===== src/sv/bmx_pkg.sv =====
// Shared types and constants for the binary trie max-xor block.
// No dependencies; imported by bmx_engine and binary_trie_max_xor_top.
`timescale 1ns / 1ps

package bmx_pkg;

  localparam int KEY_BITS = 41;
  localparam int LVL_W    = $clog2(KEY_BITS);

  // request kinds
  localparam logic REQ_QUERY = 1'b1;

  // result status codes
  localparam logic [1:0] STAT_OK    = 2'd0;
  localparam logic [1:0] STAT_EMPTY = 2'd1;
  localparam logic [1:0] STAT_FULL  = 2'd2;

  typedef struct packed {
    logic                req_type;
    logic [KEY_BITS-1:0] key;
  } in_word_t;

  typedef struct packed {
    logic [KEY_BITS-1:0] best_xor;
    logic [1:0]          status;
  } out_word_t;

endpackage


===== src/sv/bmx_engine.sv =====
// Trie walk engine: clear sweep, insert walk with node allocation, max-xor query walk.
// Depends on bmx_pkg; drives the node RAM ports (bmx_ram instance lives in the top).
`timescale 1ns / 1ps

module bmx_engine #(
  parameter int NODE_COUNT = 4096,
  localparam int IDX_W   = $clog2(NODE_COUNT),
  localparam int ENTRY_W = 2 * (IDX_W + 1)
) (
  input  logic                clk,
  input  logic                rst_n,
  input  logic                start,
  input  bmx_pkg::in_word_t   req,
  output logic                ready,
  output logic                res_valid,
  input  logic                res_take,
  output bmx_pkg::out_word_t  res,
  output logic                mem_we,
  output logic [IDX_W-1:0]    mem_waddr,
  output logic [ENTRY_W-1:0]  mem_wdata,
  output logic [IDX_W-1:0]    mem_raddr,
  input  logic [ENTRY_W-1:0]  mem_rdata
);
  import bmx_pkg::*;

  typedef enum logic [4:0] {
    S_CLEAR = 5'b00001,
    S_IDLE  = 5'b00010,
    S_WALK  = 5'b00100,
    S_ALLOC = 5'b01000,
    S_FIN   = 5'b10000
  } fsm_t;

  localparam int SUM_W = IDX_W + 2;
  localparam logic [SUM_W-1:0] POOL_SIZE = SUM_W'(NODE_COUNT);
  localparam logic [IDX_W-1:0] LAST_IDX  = IDX_W'(NODE_COUNT - 1);
  localparam logic [LVL_W-1:0] TOP_LVL   = LVL_W'(KEY_BITS - 1);

  fsm_t                state_r, state_nxt;
  logic [LVL_W-1:0]    lvl_r, lvl_nxt;
  logic [KEY_BITS-1:0] key_r, key_nxt;
  logic                query_r, query_nxt;
  logic [IDX_W-1:0]    node_r, node_nxt;
  logic [KEY_BITS-1:0] acc_r, acc_nxt;
  logic [IDX_W:0]      nf_r, nf_nxt;
  logic                has_keys_r, has_keys_nxt;
  logic [IDX_W-1:0]    clr_r, clr_nxt;
  out_word_t           res_r, res_nxt;

  logic             kbit;
  logic             v0, v1, hit_same, hit_opp;
  logic [IDX_W-1:0] i0, i1, idx_same, idx_opp, nf_idx, prev_idx;
  logic [IDX_W:0]   nf_dec;
  logic [SUM_W-1:0] pool_end;
  logic             full;
  logic [ENTRY_W-1:0] miss_data, alloc_data;

  // entry layout: {valid1, link1, valid0, link0}
  assign kbit     = key_r[lvl_r];
  assign v0       = mem_rdata[IDX_W];
  assign i0       = mem_rdata[IDX_W-1:0];
  assign v1       = mem_rdata[ENTRY_W-1];
  assign i1       = mem_rdata[ENTRY_W-2 -: IDX_W];
  assign hit_same = kbit ? v1 : v0;
  assign idx_same = kbit ? i1 : i0;
  assign hit_opp  = kbit ? v0 : v1;
  assign idx_opp  = kbit ? i0 : i1;

  assign nf_idx   = nf_r[IDX_W-1:0];
  assign nf_dec   = nf_r - 1'b1;
  assign prev_idx = nf_dec[IDX_W-1:0];

  // nodes needed from the first missing level down to bit 0
  assign pool_end = SUM_W'(nf_r) + SUM_W'(lvl_r) + SUM_W'(1);
  assign full     = pool_end > POOL_SIZE;

  assign miss_data  = kbit ? {1'b1, nf_idx, v0, i0} : {v1, i1, 1'b1, nf_idx};
  // freshly allocated nodes are known clear, so the other link stays empty
  assign alloc_data = kbit ? {1'b1, nf_idx, (IDX_W + 1)'(0)}
                           : {(IDX_W + 1)'(0), 1'b1, nf_idx};

  always_comb begin
    state_nxt    = state_r;
    lvl_nxt      = lvl_r;
    key_nxt      = key_r;
    query_nxt    = query_r;
    node_nxt     = node_r;
    acc_nxt      = acc_r;
    nf_nxt       = nf_r;
    has_keys_nxt = has_keys_r;
    clr_nxt      = clr_r;
    res_nxt      = res_r;
    mem_we       = 1'b0;
    mem_waddr    = '0;
    mem_wdata    = '0;
    mem_raddr    = '0;

    unique case (state_r)
      S_CLEAR: begin
        mem_we    = 1'b1;
        mem_waddr = clr_r;
        if (clr_r == LAST_IDX) begin
          state_nxt = S_IDLE;
        end else begin
          clr_nxt = clr_r + 1'b1;
        end
      end

      S_IDLE: begin
        // root read is always in flight so the walk starts the cycle after accept
        mem_raddr = '0;
        if (start) begin
          key_nxt   = req.key;
          query_nxt = (req.req_type == REQ_QUERY);
          lvl_nxt   = TOP_LVL;
          node_nxt  = '0;
          acc_nxt   = '0;
          if (req.req_type == REQ_QUERY && !has_keys_r) begin
            res_nxt   = '{best_xor: '0, status: STAT_EMPTY};
            state_nxt = S_FIN;
          end else begin
            state_nxt = S_WALK;
          end
        end
      end

      S_WALK: begin
        if (query_r) begin
          if (hit_opp || hit_same) begin
            if (hit_opp) begin
              acc_nxt[lvl_r] = 1'b1;
            end
            if (lvl_r == '0) begin
              res_nxt   = '{best_xor: acc_nxt, status: STAT_OK};
              state_nxt = S_FIN;
            end else begin
              node_nxt  = hit_opp ? idx_opp : idx_same;
              mem_raddr = node_nxt;
              lvl_nxt   = lvl_r - 1'b1;
            end
          end else begin
            res_nxt   = '{best_xor: acc_r, status: STAT_OK};
            state_nxt = S_FIN;
          end
        end else if (hit_same) begin
          if (lvl_r == '0) begin
            // duplicate key: nothing to allocate
            has_keys_nxt = 1'b1;
            res_nxt      = '{best_xor: '0, status: STAT_OK};
            state_nxt    = S_FIN;
          end else begin
            node_nxt  = idx_same;
            mem_raddr = idx_same;
            lvl_nxt   = lvl_r - 1'b1;
          end
        end else if (full) begin
          res_nxt   = '{best_xor: '0, status: STAT_FULL};
          state_nxt = S_FIN;
        end else begin
          // hook the new path onto the last existing node, keep its other link
          mem_we    = 1'b1;
          mem_waddr = node_r;
          mem_wdata = miss_data;
          nf_nxt    = nf_r + 1'b1;
          if (lvl_r == '0) begin
            has_keys_nxt = 1'b1;
            res_nxt      = '{best_xor: '0, status: STAT_OK};
            state_nxt    = S_FIN;
          end else begin
            lvl_nxt   = lvl_r - 1'b1;
            state_nxt = S_ALLOC;
          end
        end
      end

      S_ALLOC: begin
        mem_we    = 1'b1;
        mem_waddr = prev_idx;
        mem_wdata = alloc_data;
        nf_nxt    = nf_r + 1'b1;
        if (lvl_r == '0) begin
          has_keys_nxt = 1'b1;
          res_nxt      = '{best_xor: '0, status: STAT_OK};
          state_nxt    = S_FIN;
        end else begin
          lvl_nxt = lvl_r - 1'b1;
        end
      end

      S_FIN: begin
        if (res_take) begin
          state_nxt = S_IDLE;
        end
      end

      default: begin
        state_nxt = S_IDLE;
      end
    endcase
  end

  always_ff @(posedge clk) begin
    if (!rst_n) begin
      state_r    <= S_CLEAR;
      clr_r      <= '0;
      nf_r       <= (IDX_W + 1)'(1);
      has_keys_r <= 1'b0;
    end else begin
      state_r    <= state_nxt;
      clr_r      <= clr_nxt;
      nf_r       <= nf_nxt;
      has_keys_r <= has_keys_nxt;
    end
  end

  always_ff @(posedge clk) begin
    lvl_r   <= lvl_nxt;
    key_r   <= key_nxt;
    query_r <= query_nxt;
    node_r  <= node_nxt;
    acc_r   <= acc_nxt;
    res_r   <= res_nxt;
  end

  assign ready     = (state_r == S_IDLE);
  assign res_valid = (state_r == S_FIN);
  assign res       = res_r;

  // pool pointer never runs past the end of the pool
  a_pool_bound: assert property (@(posedge clk) disable iff (!rst_n)
    SUM_W'(nf_r) <= POOL_SIZE)
    else $error("free-node pointer beyond pool");

  // node store is only written by the clear sweep or by an insert
  a_write_src: assert property (@(posedge clk) disable iff (!rst_n)
    mem_we |-> (state_r == S_CLEAR || state_r == S_ALLOC ||
                (state_r == S_WALK && !query_r)))
    else $error("node write outside clear or insert");

  // allocation steps down one level per cycle until bit 0
  a_alloc_step: assert property (@(posedge clk) disable iff (!rst_n)
    (state_r == S_ALLOC && lvl_r != '0) |=>
      (state_r == S_ALLOC && lvl_r == $past(lvl_r) - 1'b1))
    else $error("allocation level sequence broken");

  // a waiting result is held until it is taken
  a_res_hold: assert property (@(posedge clk) disable iff (!rst_n)
    (state_r == S_FIN && !res_take) |=> (state_r == S_FIN && $stable(res_r)))
    else $error("pending result changed");

endmodule


===== config.mk =====
export PLATFORM = sky130hd
export DESIGN_NAME = bmx_engine
export DESIGN_NICKNAME = d
export VERILOG_FILES = /design/src/sv/bmx_pkg.sv /design/src/sv/bmx_engine.sv
export SDC_FILE = /design/constraint.sdc
export NUM_CORES = 1
export LEC_CHECK = 0
export ABC_AREA = 1
export BUFFER_PORTS_ARGS = -buffer_cell sky130_fd_sc_hd__buf_2
export CORE_UTILIZATION = 59
export CTS_BUF_LIST = sky130_fd_sc_hd__clkbuf_8
export CTS_CLUSTER_DIAMETER = 100
export DETAILED_ROUTE_END_ITERATION = 10
export PLACE_DENSITY = 0.83
export SETUP_SLACK_MARGIN = 0.3
export SLEW_MARGIN = 0
export SYNTH_ARGS = -nofsm -noshare
export SYNTH_HDL_FRONTEND = slang
export SYNTH_SLANG_ARGS = --single-unit

===== constraint.sdc =====
create_clock -name clk -period 4.55 [get_ports clk]
set_input_delay 0.91 -clock clk [delete_from_list [all_inputs] [get_ports clk]]
set_output_delay 0.91 -clock clk [all_outputs]
set_load 0.02 [all_outputs]

Word-level counts from Yosys, hierarchy flattened --
Cells that the tools add are included.
Word-level totals: register bits 175, output and inout bits 96
Operators by class: bitwise operators 2, mux-type cells 77, add/subtract/negate cells 6, equal/unequal tests 21, reductions and logical operators 18, $lt $le $gt $ge 3
Operators with widths (number):
- 43-bit 2-to-1 mux | 8
- 12-bit 2-to-1 mux | 18
- 41-bit 2-to-1 mux | 4
- 26-bit 2-to-1 mux | 5
- 43-bit one-hot mux with 3 select lines | 1
- 41-bit one-hot mux with 2 select lines | 1
- 26-bit one-hot mux with 2 select lines | 1
- 5-bit 2-to-1 mux | 10
- 41-bit bitwise OR | 1
- 13-bit 2-to-1 mux | 3
- 6-bit 2-to-1 mux | 6
- 12-bit one-hot mux with 3 select lines | 1
- 13-bit one-hot mux with 2 select lines | 1
- 5-bit one-hot mux with 5 select lines | 1
- 12-bit one-hot mux with 2 select lines | 1
- 6-bit one-hot mux with 3 select lines | 1
- 2-bit inequality test (second input constant) | 8
- 4-bit AND reduction | 4
- 13-bit by 6-bit adder with 14-bit output | 1
- 14-bit by 1-bit adder with 14-bit output (second input constant) | 1
- 14-bit by 13-bit > comparator with 1-bit output (second input constant) | 1
- 13-bit by 1-bit adder with 13-bit output (second input constant) | 1
- 12-bit by 1-bit adder with 12-bit output (second input constant) | 1
- 12-bit == test (second input constant) | 1
- 27 further kinds | 46

Logic depth before layout (Yosys ltp) --
depth in word-level cells 10, mapped depth 24, mapped depth without buffers 22

Worst setup path after synthesis --
No wires, ideal clock.
path type register to register, start register lvl_r[0], end register node_r[0], enable pin, cell stages (with the launch flop) 19, buffers on the path 3, data required time 4.101 ns, period minus slack after synthesis 4.024 ns, data arrival time 3.575 ns, slack 0.526 ns, path through edfxtp_1 buf_6 buf_4 nand2_1 nand2_1 nand2_1 nand2_1 nand2_1 nand2_1 nand2_1 nand2_1 nor2_2 nand2_2 buf_6 nand2_4 nand2_4 inv_2 nor2_4 a2111oi_0
On the way: longest elaborated chain between the ends 6
Ends and longest elaborated chain:
- start, declared | RTL line bmx_engine.sv:40 | logic [LVL_W-1:0] lvl_r, lvl_nxt;
- start signal, assigned | RTL line bmx_engine.sv:217 | lvl_r <= lvl_nxt;
- 1-bit binary-select mux with 6-bit select | RTL line bmx_engine.sv:59 | assign kbit = key_r[lvl_r];
- 1-bit 2-to-1 mux (implied by the code) | RTL line bmx_engine.sv:59
- 1-bit 2-to-1 mux, on equally long branches | RTL line bmx_engine.sv:66, bmx_engine.sv:64
- 1-bit logical OR | RTL line bmx_engine.sv:129 | if (hit_opp || hit_same) begin
- 3-bit inequality test (no line)
- 5-bit AND reduction (no line) (*)
- end signal, assigned | RTL line bmx_engine.sv:220 | node_r <= node_nxt;
- end, declared | RTL line bmx_engine.sv:43 | logic [IDX_W-1:0] node_r, node_nxt;
Mark *: on every way between the ends. The rest lies on a longest branch, timed or not. The select of a mux whose other input is x is not followed. A chain may end at the register's enable or synchronous reset.

Worst setup path after layout --
start register lvl_r[0], end output port mem_waddr[3]
On the way: longest elaborated chain between the ends 7
Ends and longest elaborated chain:
- 13-bit by 6-bit adder with 14-bit output | RTL line bmx_engine.sv:74 | assign pool_end = SUM_W'(nf_r) + SUM_W'(lvl_r) + SUM_W'(1);
- 14-bit by 1-bit adder with 14-bit output | RTL line bmx_engine.sv:74
- 14-bit by 13-bit > comparator with 1-bit output | RTL line bmx_engine.sv:75 | assign full = pool_end > POOL_SIZE;
- 12-bit 2-to-1 mux | RTL line bmx_engine.sv:156 | end else if (full) begin
- 12-bit 2-to-1 mux (*) | RTL line bmx_engine.sv:145 | end else if (hit_same) begin
- 12-bit 2-to-1 mux (*) | RTL line bmx_engine.sv:128 | if (query_r) begin
- 12-bit one-hot mux with 3 select lines (*) | RTL line bmx_engine.sv:98 | unique case (state_r)
- end, declared | RTL line bmx_engine.sv:19 | output logic [IDX_W-1:0] mem_waddr,
Marked as above.

==> flow_summary.ini <==
[status]
outcome = finished, final reports clean

[clock_tree]
cts_root_buffer = clkbuf_8
clk_pin_slew_ps = 110
ctsHoldBuffers = 0
clockBufferDepth = 2
cts.sink_count = 175
htreeDepth = 4
cts_buffers = 17
cts_tree = done
clock_latency_ps = 480

[power_and_ir_drop]
p_leak_uw = 0.004734
peakVddDrop_v = 0.0002927
p_per_area_nw_per_um2 = 258.3

[timing]
rsz0062_at_grt = yes
setup-tns-final_ps = 0
period_needed_ps = 4235
relSlewSlack_pct = 21.29
slew_viol_final = 0
setup-violations-final = 0
hold_viol = 0
fmax_mhz = 236.1
period_share_pct = 93.08
fin_skew_ps = 13.28
worst_slew_pin_slew_ps = 1178

[floorplanning]
coreArea_um2 = 16580
die_h_um = 132.4
die-area_um2 = 17540
start_util_pct = 60.52
io_pins = 168
die_x_um = 132.4
rows = 47

[logic_synthesis]
synth_top_flop_cell = edfxtp_1
syn-cell-area_um2 = 10040
netlist_instances = 1230
avgSynthCellArea_um2 = 8.159
synth_nets = 1314
yosysWarnings = 0
synthArstFlopShare_pct = 0
postSynthRegisterBits = 175
ys_seq_area_share_pct = 49.27
yosysUniqueCellTypes = 50
synth_edf_count = 144

[cells_and_area]
syn_to_final_growth_pct = 17.70
nets = 1468
layout-drive-gt1-share_pct = 22.69
n_antenna_cell = 0
design_area_um2 = 11810
nFillCells = 1334

[grt]
overflow = 0
grt_pass1_wl_um = 46750
grt_max_degree = 82
grt_usage_pct = 34.62
grt_pass1_vias = 8648
antenna_found_initial = 0

[detailed_routing]
wirelength_um = 30870
vias_per_cell = 6.013
ant_nets = 0
vias = 9723
drc = 0
dr.pass1.iters = 10
drtIter0Drc = 1150
wl_per_cell_um = 19.09

[critical_path]
crit_top_cell = nand2_2
critPathMaxStageDelay_ps = 470
critPathSlowestCell = edfxtp_1
critical_path_class = reg2out
cp_max_fo = 7
endpoint_kind = output pin
r2r-start = lvl_r[0]$_SDFFCE_PN0P_
crit_chain = clkinv_4 -> ha_4 -> fa_2 -> inv_2 -> nand2_2 -> nand2_2 -> nand2_1 -> nand2_1 -> nand3_2 -> nor2_2 -> nand4_1 -> nand3b_1 -> nand2_2 -> nand2_8 -> clkinvlp_4 -> buf_6 -> nand2_2 -> o211ai_1 -> buf_4
r2r_cells = 19
crit_start = lvl_r[0]$_SDFFCE_PN0P_
worst-endpoint-arrival_ps = 3330
critPathLaunchType = flop
required_ps = 3640

[placed_design]
postPlaceCellArea_um2 = 10960
routabilityCongestion = 1.026
port_buffers = 167
hpwl_um = 21120

[worst_hold_path]
min-delay-start = has_keys_r$_SDFFE_PN0P_
hold_depth = 2
min_path_type = reg2reg

[flow_run]
cap_violations = 0
where the power goes:
part / internal (uW) / total [uW] / switching, uW / leakage [uW]
Combinational: 68.9 / 197 / 128 / 0.00309
Sequential: 1740 / 1750 / 12.3 / 0.00145
Clock: 417 / 1100 / 687 / 0.000194
critical path, delay by kind of cell, from the launching register on:
kind,cells,cell delay (ps)
fa+ha+maj,2,550
buf+inv,5,670
flops,1,470
simple gates,11,1080
compound gates,1,80
cell families after synthesis:
| family | share of synthesized area (%) |
|---|---|
| AOI/OAI and AO/OA | 15.06 |
| xor gates and xnor gates | 0.9600 |
| adders and majority gates | 1.571 |
| buffers and inverters | 8.502 |
| DFF | 49.27 |
| and+or+nand+nor | 24.64 |
cells in the mapped netlist, types with 2 or more instances:
master / number / area (um^2)
edfxtp_1: 144 / 4324
ha_1: 11 / 137.6
nand3b_1: 2 / 15.01
nor2_2: 7 / 43.79
buf_4: 9 / 67.56
o32ai_1: 4 / 35.03
buf_6: 10 / 112.6
inv_1: 115 / 431.7
buf_1: 4 / 15.01
nand3_1: 95 / 475.5
o211ai_1: 13 / 97.59
nor4_1: 3 / 18.77
o22ai_1: 38 / 237.7
a31o_2: 13 / 113.9
o21ai_0: 93 / 465.5
nand2_4: 4 / 45.04
buf_2: 11 / 55.05
nand2_1: 302 / 1134
nor3_1: 26 / 130.1
clkbuf_1: 29 / 108.9
dfxtp_1: 31 / 620.6
inv_2: 8 / 30.03
a31oi_1: 21 / 131.4
clkinv_1: 5 / 18.77
nand2_2: 4 / 25.02
o21ai_1: 23 / 115.1
o221ai_1: 5 / 43.79
nor2_1: 121 / 454.2
nand4_1: 8 / 50.05
a21oi_1: 41 / 205.2
xor2_1: 10 / 87.58
o21bai_1: 2 / 15.01
per-layer routing:
layer	vias to the layer above	track usage (%)	wire length, um
met1	4496	45.57	12190
met5	-	0	0
met4	0	15.84	1217
li1	4550	-	-
met3	82	5.441	2804
met2	595	56.61	14660
placed cells by master (no fill, tap or decap), types with 3 or more instances in the layout:
master / netlist / layout
a21oi_1: 41 / 39
a31o_2: 13 / 13
a31oi_1: 21 / 21
buf_12: 0 / 3
buf_2: 11 / 148
buf_4: 9 / 37
buf_6: 10 / 6
clkbuf_16: 0 / 3
clkbuf_8: 0 / 17
clkinv_1: 5 / 5
clkinv_4: 0 / 3
clkinv_8: 0 / 4
clkinvlp_4: 0 / 5
dfxtp_1: 31 / 28
edfxtp_1: 144 / 144
ha_1: 11 / 8
inv_1: 115 / 111
inv_2: 8 / 9
inv_8: 0 / 4
nand2_1: 302 / 293
nand2_2: 4 / 10
nand2_4: 4 / 6
nand3_1: 95 / 89
nand3_2: 0 / 6
nand4_1: 8 / 8
nor2_1: 121 / 109
nor2_2: 7 / 11
nor2_4: 1 / 9
nor3_1: 26 / 26
nor4_1: 3 / 3
o211ai_1: 13 / 13
o21ai_0: 93 / 91
o21ai_1: 23 / 24
o221ai_1: 5 / 4
o22ai_1: 38 / 37
o32ai_1: 4 / 4
xor2_1: 10 / 10
final cells by class:
type | count | area [um^2] | share of cell area (%)
clock inverters | 15 | 171.4 | 1.451
repair inverters | 2 | 12.51 | 0.1059
clock buffers | 17 | 234.0 | 1.981
inverters | 129 | 503.0 | 4.258
repair buffers | 197 | 1221 | 10.34
well taps | 220 | 275.3 | 2.330
flip-flops and latches | 175 | 4951 | 41.91
multi-input cells | 862 | 4444 | 37.62
what timing repair did:
item,4_1_cts,5_1_grt
setup endpoints to repair,42,51
buffers inserted,2,8
pin swaps,0,17
resized for setup,9,79
gates cloned,2,3
stage by stage:
stage | setup slack, ps | instances | power, uW | util [%] | hold slack, ps
2_1_floorplan | 526.0 | 1230 | 1893 | - | 455.6
3_3_place_gp | 576.2 | 1570 | 1967 | 66.07 | 473.1
3_5_place_dp | 466.6 | 1570 | 1972 | 66.07 | 491.9
4_1_cts | 312.7 | 1606 | 3041 | 68.84 | 504.6
5_1_grt | 130.0 | 1617 | 3126 | 71.23 | 527.4
6_report | 314.7 | 1617 | 3051 | 71.23 | 509.9
path summary, 6_finish.rpt:
check	end	slack, ps
hold reg to reg	has_keys_r$_SDFFE_PN0P_	510
hold / removal	has_keys_r$_SDFFE_PN0P_	510
setup / recovery	mem_waddr[3]	310
setup reg to reg	res[3]$_DFFE_PP_	910
state kept, by name, indices dropped and copies added, names as in the netlist:
register	flops
acc_r	41
clr_r	12
has_keys_r	1
key_r	41
lvl_r	6
nf_r	13
node_r	12
query_r	1
res	43
state_r	5
(Power assumes the default switching activity.)
